<file path="src/hdl/dad_pkg.sv">
`timescale 1ns / 1ps

package dad_pkg;

  localparam int DAY_W    = 5;
  localparam int MONTH_W  = 4;
  localparam int YEAR_W   = 14;
  localparam int COUNT_W  = 9;
  localparam int STATUS_W = 2;

  // Day of year after the count is added: up to 366 + 511.
  localparam int ORD_W = 10;

  localparam logic [COUNT_W-1:0] MAX_ADD_RESET = 9'd300;
  localparam logic [YEAR_W-1:0]  YEAR_LIMIT    = 14'd9999;
  localparam logic [MONTH_W-1:0] MONTH_FEB     = 4'd2;
  localparam logic [MONTH_W-1:0] MONTH_DEC     = 4'd12;
  localparam logic [ORD_W-1:0]   DAYS_COMMON   = 10'd365;
  localparam logic [ORD_W-1:0]   DAYS_LEAP     = 10'd366;

  // Divisibility by 25: y * inverse(25) mod 2^14 lands at or below
  // floor((2^14 - 1) / 25) exactly when 25 divides y.
  localparam logic [YEAR_W-1:0] INV25      = 14'd7209;
  localparam logic [YEAR_W-1:0] DIV25_LIMIT = 14'd655;

  typedef enum logic [STATUS_W-1:0] {
    ST_OK       = 2'd0,
    ST_OVER_MAX = 2'd1,
    ST_BAD_DATE = 2'd2
  } dad_status_t;

  typedef struct packed {
    logic [DAY_W-1:0]   day;
    logic [MONTH_W-1:0] month;
    logic [YEAR_W-1:0]  year;
    logic [COUNT_W-1:0] add;
  } dad_req_t;

  typedef struct packed {
    dad_status_t        status;
    logic [DAY_W-1:0]   day;
    logic [MONTH_W-1:0] month;
    logic [YEAR_W-1:0]  year;
  } dad_res_t;

  // Divisible by 4 and not by 100, or divisible by 400.
  function automatic logic is_leap(input logic [YEAR_W-1:0] y);
    logic [YEAR_W-1:0] p;
    logic div25;
    p     = YEAR_W'(y * INV25);
    div25 = (p <= DIV25_LIMIT);
    return (y[1:0] == 2'd0) && (!div25 || (y[3:0] == 4'd0));
  endfunction

  // Days before the first of month m in a common year.
  function automatic logic [ORD_W-1:0] month_start(input logic [MONTH_W-1:0] m);
    logic [ORD_W-1:0] r;
    case (m)
      4'd1:    r = 10'd0;
      4'd2:    r = 10'd31;
      4'd3:    r = 10'd59;
      4'd4:    r = 10'd90;
      4'd5:    r = 10'd120;
      4'd6:    r = 10'd151;
      4'd7:    r = 10'd181;
      4'd8:    r = 10'd212;
      4'd9:    r = 10'd243;
      4'd10:   r = 10'd273;
      4'd11:   r = 10'd304;
      4'd12:   r = 10'd334;
      default: r = 10'd0;
    endcase
    return r;
  endfunction

  function automatic logic [DAY_W:0] month_len(input logic [MONTH_W-1:0] m,
                                               input logic leap);
    logic [DAY_W:0] r;
    case (m)
      4'd2:                      r = leap ? 6'd29 : 6'd28;
      4'd4, 4'd6, 4'd9, 4'd11:   r = 6'd30;
      default:                   r = 6'd31;
    endcase
    return r;
  endfunction

endpackage

</file>
<file path="src/hdl/dad_calc.sv">
`timescale 1ns / 1ps

module dad_calc (
  input  dad_pkg::dad_req_t             req,
  input  logic [dad_pkg::COUNT_W-1:0]   max_add,
  output dad_pkg::dad_res_t             res
);
  import dad_pkg::*;

  logic [YEAR_W-1:0]  year1, year2, year_f;
  logic               leap0, leap1, leap2, leap_f;
  logic               bad_date;
  logic [ORD_W-1:0]   ord0, ord1, ord2, len0, len1, end_k, day_w;
  logic               roll1, roll2;
  logic [10:0]        past;
  logic [MONTH_W-1:0] mo;

  always_comb begin
    year1 = req.year + 14'd1;
    year2 = req.year + 14'd2;
    leap0 = is_leap(req.year);
    leap1 = is_leap(year1);
    leap2 = is_leap(year2);

    bad_date = (req.month == 4'd0) || (req.month > MONTH_DEC) ||
               (req.year == 14'd0) || (req.year > YEAR_LIMIT) ||
               (req.day == 5'd0) ||
               ({1'b0, req.day} > month_len(req.month, leap0));

    // Day of year, one based, plus the count.
    ord0 = month_start(req.month) + ORD_W'(req.day) + ORD_W'(req.add) +
           ORD_W'(leap0 && (req.month > MONTH_FEB));

    // Up to two year ends can be passed.
    len0  = leap0 ? DAYS_LEAP : DAYS_COMMON;
    roll1 = (ord0 > len0);
    ord1  = roll1 ? ord0 - len0 : ord0;
    len1  = leap1 ? DAYS_LEAP : DAYS_COMMON;
    roll2 = roll1 && (ord1 > len1);
    ord2  = roll2 ? ord1 - len1 : ord1;

    year_f = roll2 ? year2 : (roll1 ? year1 : req.year);
    leap_f = roll2 ? leap2 : (roll1 ? leap1 : leap0);

    // Month is one plus the number of month ends already passed.
    for (int k = 1; k < 12; k++) begin
      end_k = month_start(MONTH_W'(k + 1)) + ORD_W'(leap_f && (k >= 2));
      past[k-1] = (ord2 > end_k);
    end
    mo    = MONTH_W'($countones(past)) + 4'd1;
    day_w = ord2 - month_start(mo) - ORD_W'(leap_f && (mo > MONTH_FEB));

    res = '0;
    if (req.add > max_add) begin
      res.status = ST_OVER_MAX;
    end else if (bad_date) begin
      res.status = ST_BAD_DATE;
    end else begin
      res.status = ST_OK;
      res.day    = day_w[DAY_W-1:0];
      res.month  = mo;
      res.year   = year_f;
    end
  end

endmodule

</file>
<file path="src/hdl/date_add_days_top.sv">
`timescale 1ns / 1ps
// Gregorian date plus a day count, with a status for bad counts and dates.
// The accepted input word is held in the input stage, and its result word is
// registered in the output stage when that stage can take it.
// Throughput: one word per cycle while out_ready stays high.
// Reset (rst, synchronous, active high) empties both stages and sets max_add
// to 300.

module date_add_days_top (
  input  logic                           clk,
  input  logic                           rst,
  input  logic                           cfg_we,
  input  logic [dad_pkg::COUNT_W-1:0]    cfg_wdata,
  input  logic                           in_valid,
  output logic                           in_ready,
  input  logic [dad_pkg::DAY_W-1:0]      start_day,
  input  logic [dad_pkg::MONTH_W-1:0]    start_month,
  input  logic [dad_pkg::YEAR_W-1:0]     start_year,
  input  logic [dad_pkg::COUNT_W-1:0]    days_to_add,
  output logic                           out_valid,
  input  logic                           out_ready,
  output logic [dad_pkg::STATUS_W-1:0]   status,
  output logic [dad_pkg::DAY_W-1:0]      new_day,
  output logic [dad_pkg::MONTH_W-1:0]    new_month,
  output logic [dad_pkg::YEAR_W-1:0]     new_year
);
  import dad_pkg::*;

  // Configured limit on the day count.
  logic [COUNT_W-1:0] max_add;

  // Input stage: the accepted word waits here while the date logic works on it.
  logic     req_valid;
  dad_req_t req;

  // Output stage: the finished result word, held until the consumer takes it.
  logic     res_valid;
  dad_res_t res;
  dad_res_t res_next;

  logic res_advance;
  logic req_advance;

  // The output register frees when empty or drained this cycle, and the input
  // register frees when it can hand its word on. This keeps one word per cycle
  // moving while out_ready is high, even with a finished result waiting downstream.
  assign res_advance = !res_valid || out_ready;
  assign req_advance = !req_valid || res_advance;
  assign in_ready    = req_advance;

  always_ff @(posedge clk) begin
    if (rst) begin
      max_add <= MAX_ADD_RESET;
    end else if (cfg_we) begin
      max_add <= cfg_wdata;
    end
  end

  always_ff @(posedge clk) begin
    if (rst) begin
      req_valid <= 1'b0;
    end else if (req_advance) begin
      req_valid <= in_valid;
    end
  end

  always_ff @(posedge clk) begin
    if (req_advance && in_valid) begin
      req.day   <= start_day;
      req.month <= start_month;
      req.year  <= start_year;
      req.add   <= days_to_add;
    end
  end

  // Leap tests, day-of-year sum, year roll and month search all fit between
  // the two registers.
  dad_calc u_calc (
    .req     (req),
    .max_add (max_add),
    .res     (res_next)
  );

  always_ff @(posedge clk) begin
    if (rst) begin
      res_valid <= 1'b0;
    end else if (res_advance) begin
      res_valid <= req_valid;
    end
  end

  always_ff @(posedge clk) begin
    if (res_advance && req_valid) begin
      res <= res_next;
    end
  end

  assign out_valid = res_valid;
  assign status    = res.status;
  assign new_day   = res.day;
  assign new_month = res.month;
  assign new_year  = res.year;

endmodule
</file>
<file path="config.mk">
export PLATFORM = sky130hd
export DESIGN_NAME = date_add_days_top
export DESIGN_NICKNAME = d
export VERILOG_FILES = /design/src/hdl/dad_pkg.sv /design/src/hdl/dad_calc.sv /design/src/hdl/date_add_days_top.sv
export SDC_FILE = /design/constraint.sdc
export NUM_CORES = 1
export LEC_CHECK = 0
export ABC_CLOCK_PERIOD_IN_PS = 15600
export BUFFER_PORTS_ARGS = -buffer_cell sky130_fd_sc_hd__buf_2
export CORE_ASPECT_RATIO = 1.75
export CORE_MARGIN = 5
export CORE_UTILIZATION = 41
export CTS_BUF_LIST = sky130_fd_sc_hd__clkbuf_4 sky130_fd_sc_hd__clkbuf_8
export CTS_CLUSTER_SIZE = 40
export DETAILED_ROUTE_END_ITERATION = 6
export SLEW_MARGIN = 25
export SYNTH_ARGS = -nofsm -noshare
export SYNTH_HDL_FRONTEND = slang
export SYNTH_SLANG_ARGS = --single-unit
</file>
<file path="constraint.sdc">
create_clock -name clk -period 15.6 [get_ports clk]
set_input_delay 1.56 -clock clk [delete_from_list [all_inputs] [get_ports clk]]
set_output_delay 1.56 -clock clk [all_outputs]
set_load 0.01 [all_outputs]
</file>
Yosys cells after proc, flatten, opt, wreduce, memory -nomap -nowiden
Memories as Yosys holds them, arrays and structs flattened. A register that Yosys moved wholly into a read port is not among the register bits.
Index checks and enable logic that the tools add are counted.
{"block": "word_totals", "rom_bits": 288, "inputBits": 46, "elab_cells": 119, "out_inout_bits": 27, "regBits": 68, "memories": 2}
{"block": "classes", "n_reduce_logical": 34, "muxes": 12, "n_addsub": 30, "n_eq_ne": 5, "n_mul": 3, "order_cmp": 22}
{"name": "(name not given)", "words": 16, "word_bits": 9, "rd": 1, "rd_ports_with_merged_regs": 1, "wr": 0, "line": "dad_pkg.sv:58", "rtl": "case (m)"}
{"name": "(name not given)", "words": 16, "word_bits": 9, "rd": 1, "rd_ports_with_merged_regs": 0, "wr": 0, "line": "dad_pkg.sv:58"}
{"cell": "$gt A10 B10 Y1", "n": 5}
{"cell": "$le A14 B10 Y1 const B", "n": 3}
{"cell": "$mul A14 B13 Y14 const B", "n": 3}
{"cell": "$gt A10 B9 Y1", "n": 4}
{"cell": "$add A8 B1 Y9 const A", "n": 4}
{"cell": "$add A9 B1 Y10 const A", "n": 3}
{"cell": "$mux W14", "n": 2}
{"cell": "$gt A10 B8 Y1", "n": 2}
{"cell": "$mux W10", "n": 2}
{"cell": "$sub A10 B10 Y10", "n": 2}
{"cell": "$add A4 B4 Y4", "n": 4}
{"cell": "$add A7 B1 Y8 const A", "n": 2}
{"cell": "$logic_not A4 Y1", "n": 4}
{"cell": "$add A14 B1 Y14 const B", "n": 1}
{"cell": "$add A14 B2 Y14 const B", "n": 1}
{"cell": "$gt A14 B14 Y1 const B", "n": 1}
{"cell": "$logic_not A14 Y1", "n": 1}
{"cell": "$pmux W6 S2", "n": 1}
{"cell": "$add A1 B1 Y2", "n": 5}
{"cell": "$add A10 B1 Y10", "n": 1}
{"cell": "$add A10 B5 Y10", "n": 1}
{"cell": "$add A10 B9 Y10", "n": 1}
{"cell": "$gt A10 B5 Y1 const B", "n": 1}
{"cell": "$gt A10 B7 Y1", "n": 1}
{"cell": "22 further kinds", "n": 51}

Logic depth before layout (Yosys ltp)
{"block": "depth", "ltp_word": 22, "depth_mapped": 70, "mapped_depth_nobuf": 66}

Modules after synthesis
Synthesis repeated with hierarchy kept, for this count alone.
{"block": "unflattened", "hier_cells": 1095, "area_unflattened_um2": 9841.9}
{"module": "dad_calc", "cells_each": 999, "area_per_inst_um2": 7714.9, "instances": 1}
{"module": "date_add_days_top", "cells_each": 96, "area_per_inst_um2": 2127.0, "instances": 1}

Least setup slack after synthesis
Ideal clock, no wire load.
{"block": "synth_timing", "path_type": "register -> register", "startpoint": "register req[9] (netlist name)", "endpoint": "register res, in the netlist new_day[4] (data pin)", "path_stages_with_launch": 71, "setup_slack_ps": 454, "t_arrival_ps": 14880, "period_less_slack_ps": 15146, "cell_sequence": "edfxtp_1 clkbuf_1 inv_1 ha_1 ha_1 inv_1 fa_1 fa_1 inv_1 ha_1 nor3b_1 or4_4 a2111oi_4 nand3_4 o21ai_2 nor2_1 ha_1 inv_1 [... 35 more ...] inv_1 fa_1 inv_1 ha_1 inv_1 fa_1 xor2_1 clkbuf_1 o21ai_0 o21a_1 fa_1 fa_1 nand2_1 a21oi_1 xnor2_1 xnor2_1 xnor2_1 nor2_1"}
{"block": "synth_between", "elab_chain_cells": 22}
{"item": "$mul A14 B13 Y14", "line": "dad_pkg.sv:50", "rtl": "p = YEAR_W'(y * INV25);"}
{"item": "$le A14 B10 Y1", "line": "dad_pkg.sv:51", "rtl": "div25 = (p <= DIV25_LIMIT);"}
{"item": "$logic_not A1 Y1", "line": "dad_pkg.sv:52", "rtl": "return (y[1:0] == 2'd0) && (!div25 || (y[3:0] == 4'd0));"}
{"item": "$logic_or A1 B1 Y1", "line": "dad_pkg.sv:52"}
{"item": "$logic_and A1 B1 Y1", "line": "dad_pkg.sv:52"}
{"item": "$logic_and A1 B1 Y1", "line": "dad_calc.sv:32", "rtl": "ORD_W'(leap0 && (req.month > MONTH_FEB));"}
{"item": "$add A10 B1 Y10", "line": "dad_calc.sv:31", "rtl": "ord0 = month_start(req.month) + ORD_W'(req.day) + ORD_W'(req.add) +"}
{"item": "$sub A10 B10 Y10 or $gt A10 B10 Y1 (tied branches)", "line": "dad_calc.sv:37, dad_calc.sv:36"}
{"item": "[... 4 more ...]"}
{"item": "$add A8 B1 Y9 (tied with other cells)", "line": "dad_calc.sv:47", "rtl": "end_k = month_start(MONTH_W'(k + 1)) + ORD_W'(leap_f && (k >= 2));"}
{"item": "$gt A10 B9 Y1 (tied with other cells)", "line": "dad_calc.sv:48", "rtl": "past[k-1] = (ord2 > end_k);"}
{"item": "$add A1 B1 Y2 (not written as such)", "line": "dad_calc.sv:50", "rtl": "mo = MONTH_W'($countones(past)) + 4'd1;"}
{"item": "$add A4 B4 Y4 (not written as such) (3 in a row)", "line": "dad_calc.sv:50"}
{"item": "$add A4 B1 Y4", "line": "dad_calc.sv:50"}
{"item": "$mem_v2 Z16 W9 or $gt A4 B2 Y1 (tied branches)"}
{"item": "$sub A5 B5 Y5 or $logic_and A1 B1 Y1 (tied branches)", "line": "dad_calc.sv:51", "rtl": "day_w = ord2 - month_start(mo) - ORD_W'(leap_f && (mo > MONTH_FEB));"}
{"item": "$sub A5 B1 Y5", "line": "dad_calc.sv:51"}
{"item": "to (signal assigned)", "line": "date_add_days_top.sv:94", "rtl": "res <= res_next;"}
{"item": "to (decl)", "line": "date_add_days_top.sv:38", "rtl": "dad_res_t res;"}
Several ways; a longest one is shown, not always the timed one.
A chain may end at the register's enable or synchronous reset.

Final worst setup path
{"block": "layout_timing", "startpoint": "register req[9] (netlist name)", "endpoint": "register res, in the netlist new_day[4] (data pin)"}
{"block": "layout_between", "elab_chain_cells": 22}
{"item": "$mul A14 B13 Y14", "line": "dad_pkg.sv:50"}
{"item": "$le A14 B10 Y1", "line": "dad_pkg.sv:51"}
{"item": "$logic_not A1 Y1", "line": "dad_pkg.sv:52"}
{"item": "$logic_or A1 B1 Y1", "line": "dad_pkg.sv:52"}
{"item": "$logic_and A1 B1 Y1", "line": "dad_pkg.sv:52"}
{"item": "$logic_and A1 B1 Y1", "line": "dad_calc.sv:32"}
{"item": "$add A10 B1 Y10", "line": "dad_calc.sv:31"}
{"item": "$sub A10 B10 Y10 or $gt A10 B10 Y1 (tied branches)", "line": "dad_calc.sv:37, dad_calc.sv:36"}
{"item": "[... 4 more ...]"}
{"item": "$add A8 B1 Y9 (tied with other cells)", "line": "dad_calc.sv:47"}
{"item": "$gt A10 B9 Y1 (tied with other cells)", "line": "dad_calc.sv:48"}
{"item": "$add A1 B1 Y2 (not written as such)", "line": "dad_calc.sv:50"}
{"item": "$add A4 B4 Y4 (not written as such) (3 in a row)", "line": "dad_calc.sv:50"}
{"item": "$add A4 B1 Y4", "line": "dad_calc.sv:50"}
{"item": "$mem_v2 Z16 W9 or $gt A4 B2 Y1 (tied branches)"}
{"item": "$sub A5 B5 Y5 or $logic_and A1 B1 Y1 (tied branches)", "line": "dad_calc.sv:51"}
{"item": "$sub A5 B1 Y5", "line": "dad_calc.sv:51"}
Several ways; a longest one is shown, not always the timed one.

==> results_dict.tcl <==
set metrics [dict create \
    synth_cell_types 84 \
    end_kind "flop" \
    drv_cap 0 \
    drc_errors 0 \
    synth_edf_count 57 \
    cts_tree "done" \
    post_drt_wl_per_cell_um 16.8 \
    tns_ps 0 \
    synthTopCellsByCount "174 x ha_1, 159 x inv_1, 83 x nor2_1, 64 x nand2_1, 63 x xnor2_1" \
    critPathKind "reg2reg" \
    gp_congestion 0.919 \
    async_reset_ff_share_pct 0 \
    path_clk_slew_ps 90 \
    grt_pass1_vias 8376 \
    syn_to_final_growth_pct 11.3 \
    rows 75 \
    max-slew-margin-rel_pct 38.2 \
    setup-violations-final 0 \
    finalCritPeriodShare_pct 92.5 \
    num-fill-cells 2394 \
    ys_seq_area_share_pct 21.3 \
    synthTopCellsByArea "ha_1 22%, edfxtp_1 17%, fa_1 9.5%" \
    dr_total_vias 8113 \
    place_ws_ps 136 \
    yosysWarnings 0 \
    num_io_pins 73 \
    wirelength_mm 25.0 \
    worst_slew_pin_slew_ps 920 \
    synth_most_common_cell "ha_1" \
    fmax_ghz 0.0693 \
    drtIter0Drc 278 \
    cts_sinks 77 \
    dieArea_um2 27500 \
    drive_gt1_share_pct 13.6 \
    crit_arrival_ps 14550 \
    track_usage_pct 18.4 \
    rsz0062_at_grt "no" \
    start_kind "flop" \
    syn_area_um2 9920 \
    portBuffers 72 \
    dieWidth_um 128 \
    syn_avg_cell_area_um2 9.08 \
    hold_violations 0 \
    cpPeakStageDelay_ps 550 \
    synthCells 1093 \
    clk_latency_ps 380 \
    cts.path.max_buffers 2 \
    initial_core_util_pct 41.5 \
    grt_max_degree 35 \
    die_height_um 216 \
    grt_pass1_wl_mm 41.0 \
    cts_hold_buf 0 \
    syn_nets 1360 \
    vias_per_cell 5.45 \
    drv_slew 0 \
    ys.flop_type "edfxtp_1" \
    clockRootBuffer "clkbuf_8" \
    grt_overflow 0 \
    status "completed" \
    hold_path_class "reg2reg" \
    crit_fanout 11 \
    synth_top_area_cell "ha_1" \
    cp_common_cell "fa_1" \
    antenna_found_initial 0 \
    layout.nets 1442 \
    place_hpwl_mm 20.8 \
    period_needed_ps 14430 \
    finClkSkew_ps 11.3 \
    ant_nets 0 \
    htreeDepth 3 \
    core_area_um2 23900 \
    required_ps 15720 \
    slowest_stage "fa_1" \
    synth-seq-cells 77 \
    drt_pre_antenna_iters 5 \
    yosys.area.top_type_share_pct 21.9 \
    fin_ws_ps 1170 \
    numCtsBuffers 9 \
    n_antenna_cell 0 \
]
[cells in the final DEF (no fill, tap or decap), drive strengths merged, types with 11 or more instances in the layout]
cell / n
nand3: 19
o211ai: 13
nor3: 16
mux2i: 12
edfxtp: 57
ha: 174
a21oi: 58
inv: 164
a211oi: 13
nor2b: 12
xnor2: 63
a21o: 14
nor2: 83
fa: 47
nand2: 64
o21ai: 46
nand2b: 11
dfxtp: 20
buf: 103
xor2: 29
nand4: 11
[what timing repair did]
| action | 4_1_cts | 5_1_grt |
|---|---|---|
| gates resized for setup | 0 | 12 |
| setup buffers | 0 | 6 |
| endpoints found under the setup margin | 0 | 5 |
[through the flow]
stage          cells  hold WS [ps]  instance area (um^2)  utilization [%]
2_1_floorplan   1093           460                  9920                -
3_3_place_gp    1466           476                 10700             44.8
3_5_place_dp    1466           483                 10700             44.9
4_1_cts         1482           501                 10900             45.7
5_1_grt         1488           525                 11000             46.1
6_report        1488           494                 11000             46.1
[cell families (layout without fill, tap and decap cells)]
family	count (synthesis)	in the layout	share of synthesized area, %
AND/OR/NAND/NOR	263	263	13.2
AO/OA/AOI/OAI	231	231	16.6
adder cells (fa/ha/maj)	221	221	31.4
buffers and inverters	192	279	7.46
XOR/XNOR	93	93	8.35
flip-flops	77	77	21.3
multiplexers	16	16	1.78
[area by class of cell]
class / count / area [um^2] / area share, %
multi-input combinational: 824 / 7150 / 64.7
clock inverter: 7 / 80.1 / 0.725
tap: 308 / 385 / 3.49
sequential: 77 / 2110 / 19.1
clock buffer: 9 / 124 / 1.12
inverter: 160 / 603 / 5.46
timing repair buffer: 103 / 593 / 5.37
[critical path: cells and delay by family, from the launching register on]
family	cells	cell delay (ps)
buf+inv	9	610
simple gates	14	2220
compound gates	17	3140
xor+xnor	4	640
flops	1	450
fa+ha+maj	19	7080
[path summary, 6_finish.rpt]
path	startpoint	to	slack, ps	cells after the start
worst max-delay path	req[9]	new_day[4]	1170	63
worst min-delay path	max_add[5]	max_add[5]	490	2
worst max register to register	req[9]	new_day[4]	1170	63
worst min register to register	max_add[5]	max_add[5]	490	2
[layer usage]
| layer | up-vias | wire (um) | track usage, % |
|---|---|---|---|
| li1 | 4002 | - | - |
| met1 | 3829 | 9320 | 19.7 |
| met2 | 209 | 13300 | 34.3 |
| met3 | 73 | 1030 | 2.94 |
| met4 | 0 | 1270 | 9.38 |
| met5 | - | 0 | 0 |
Power is not shown: default switching activity piles up to over one toggle a cycle in this logic, so the estimate is an artifact.
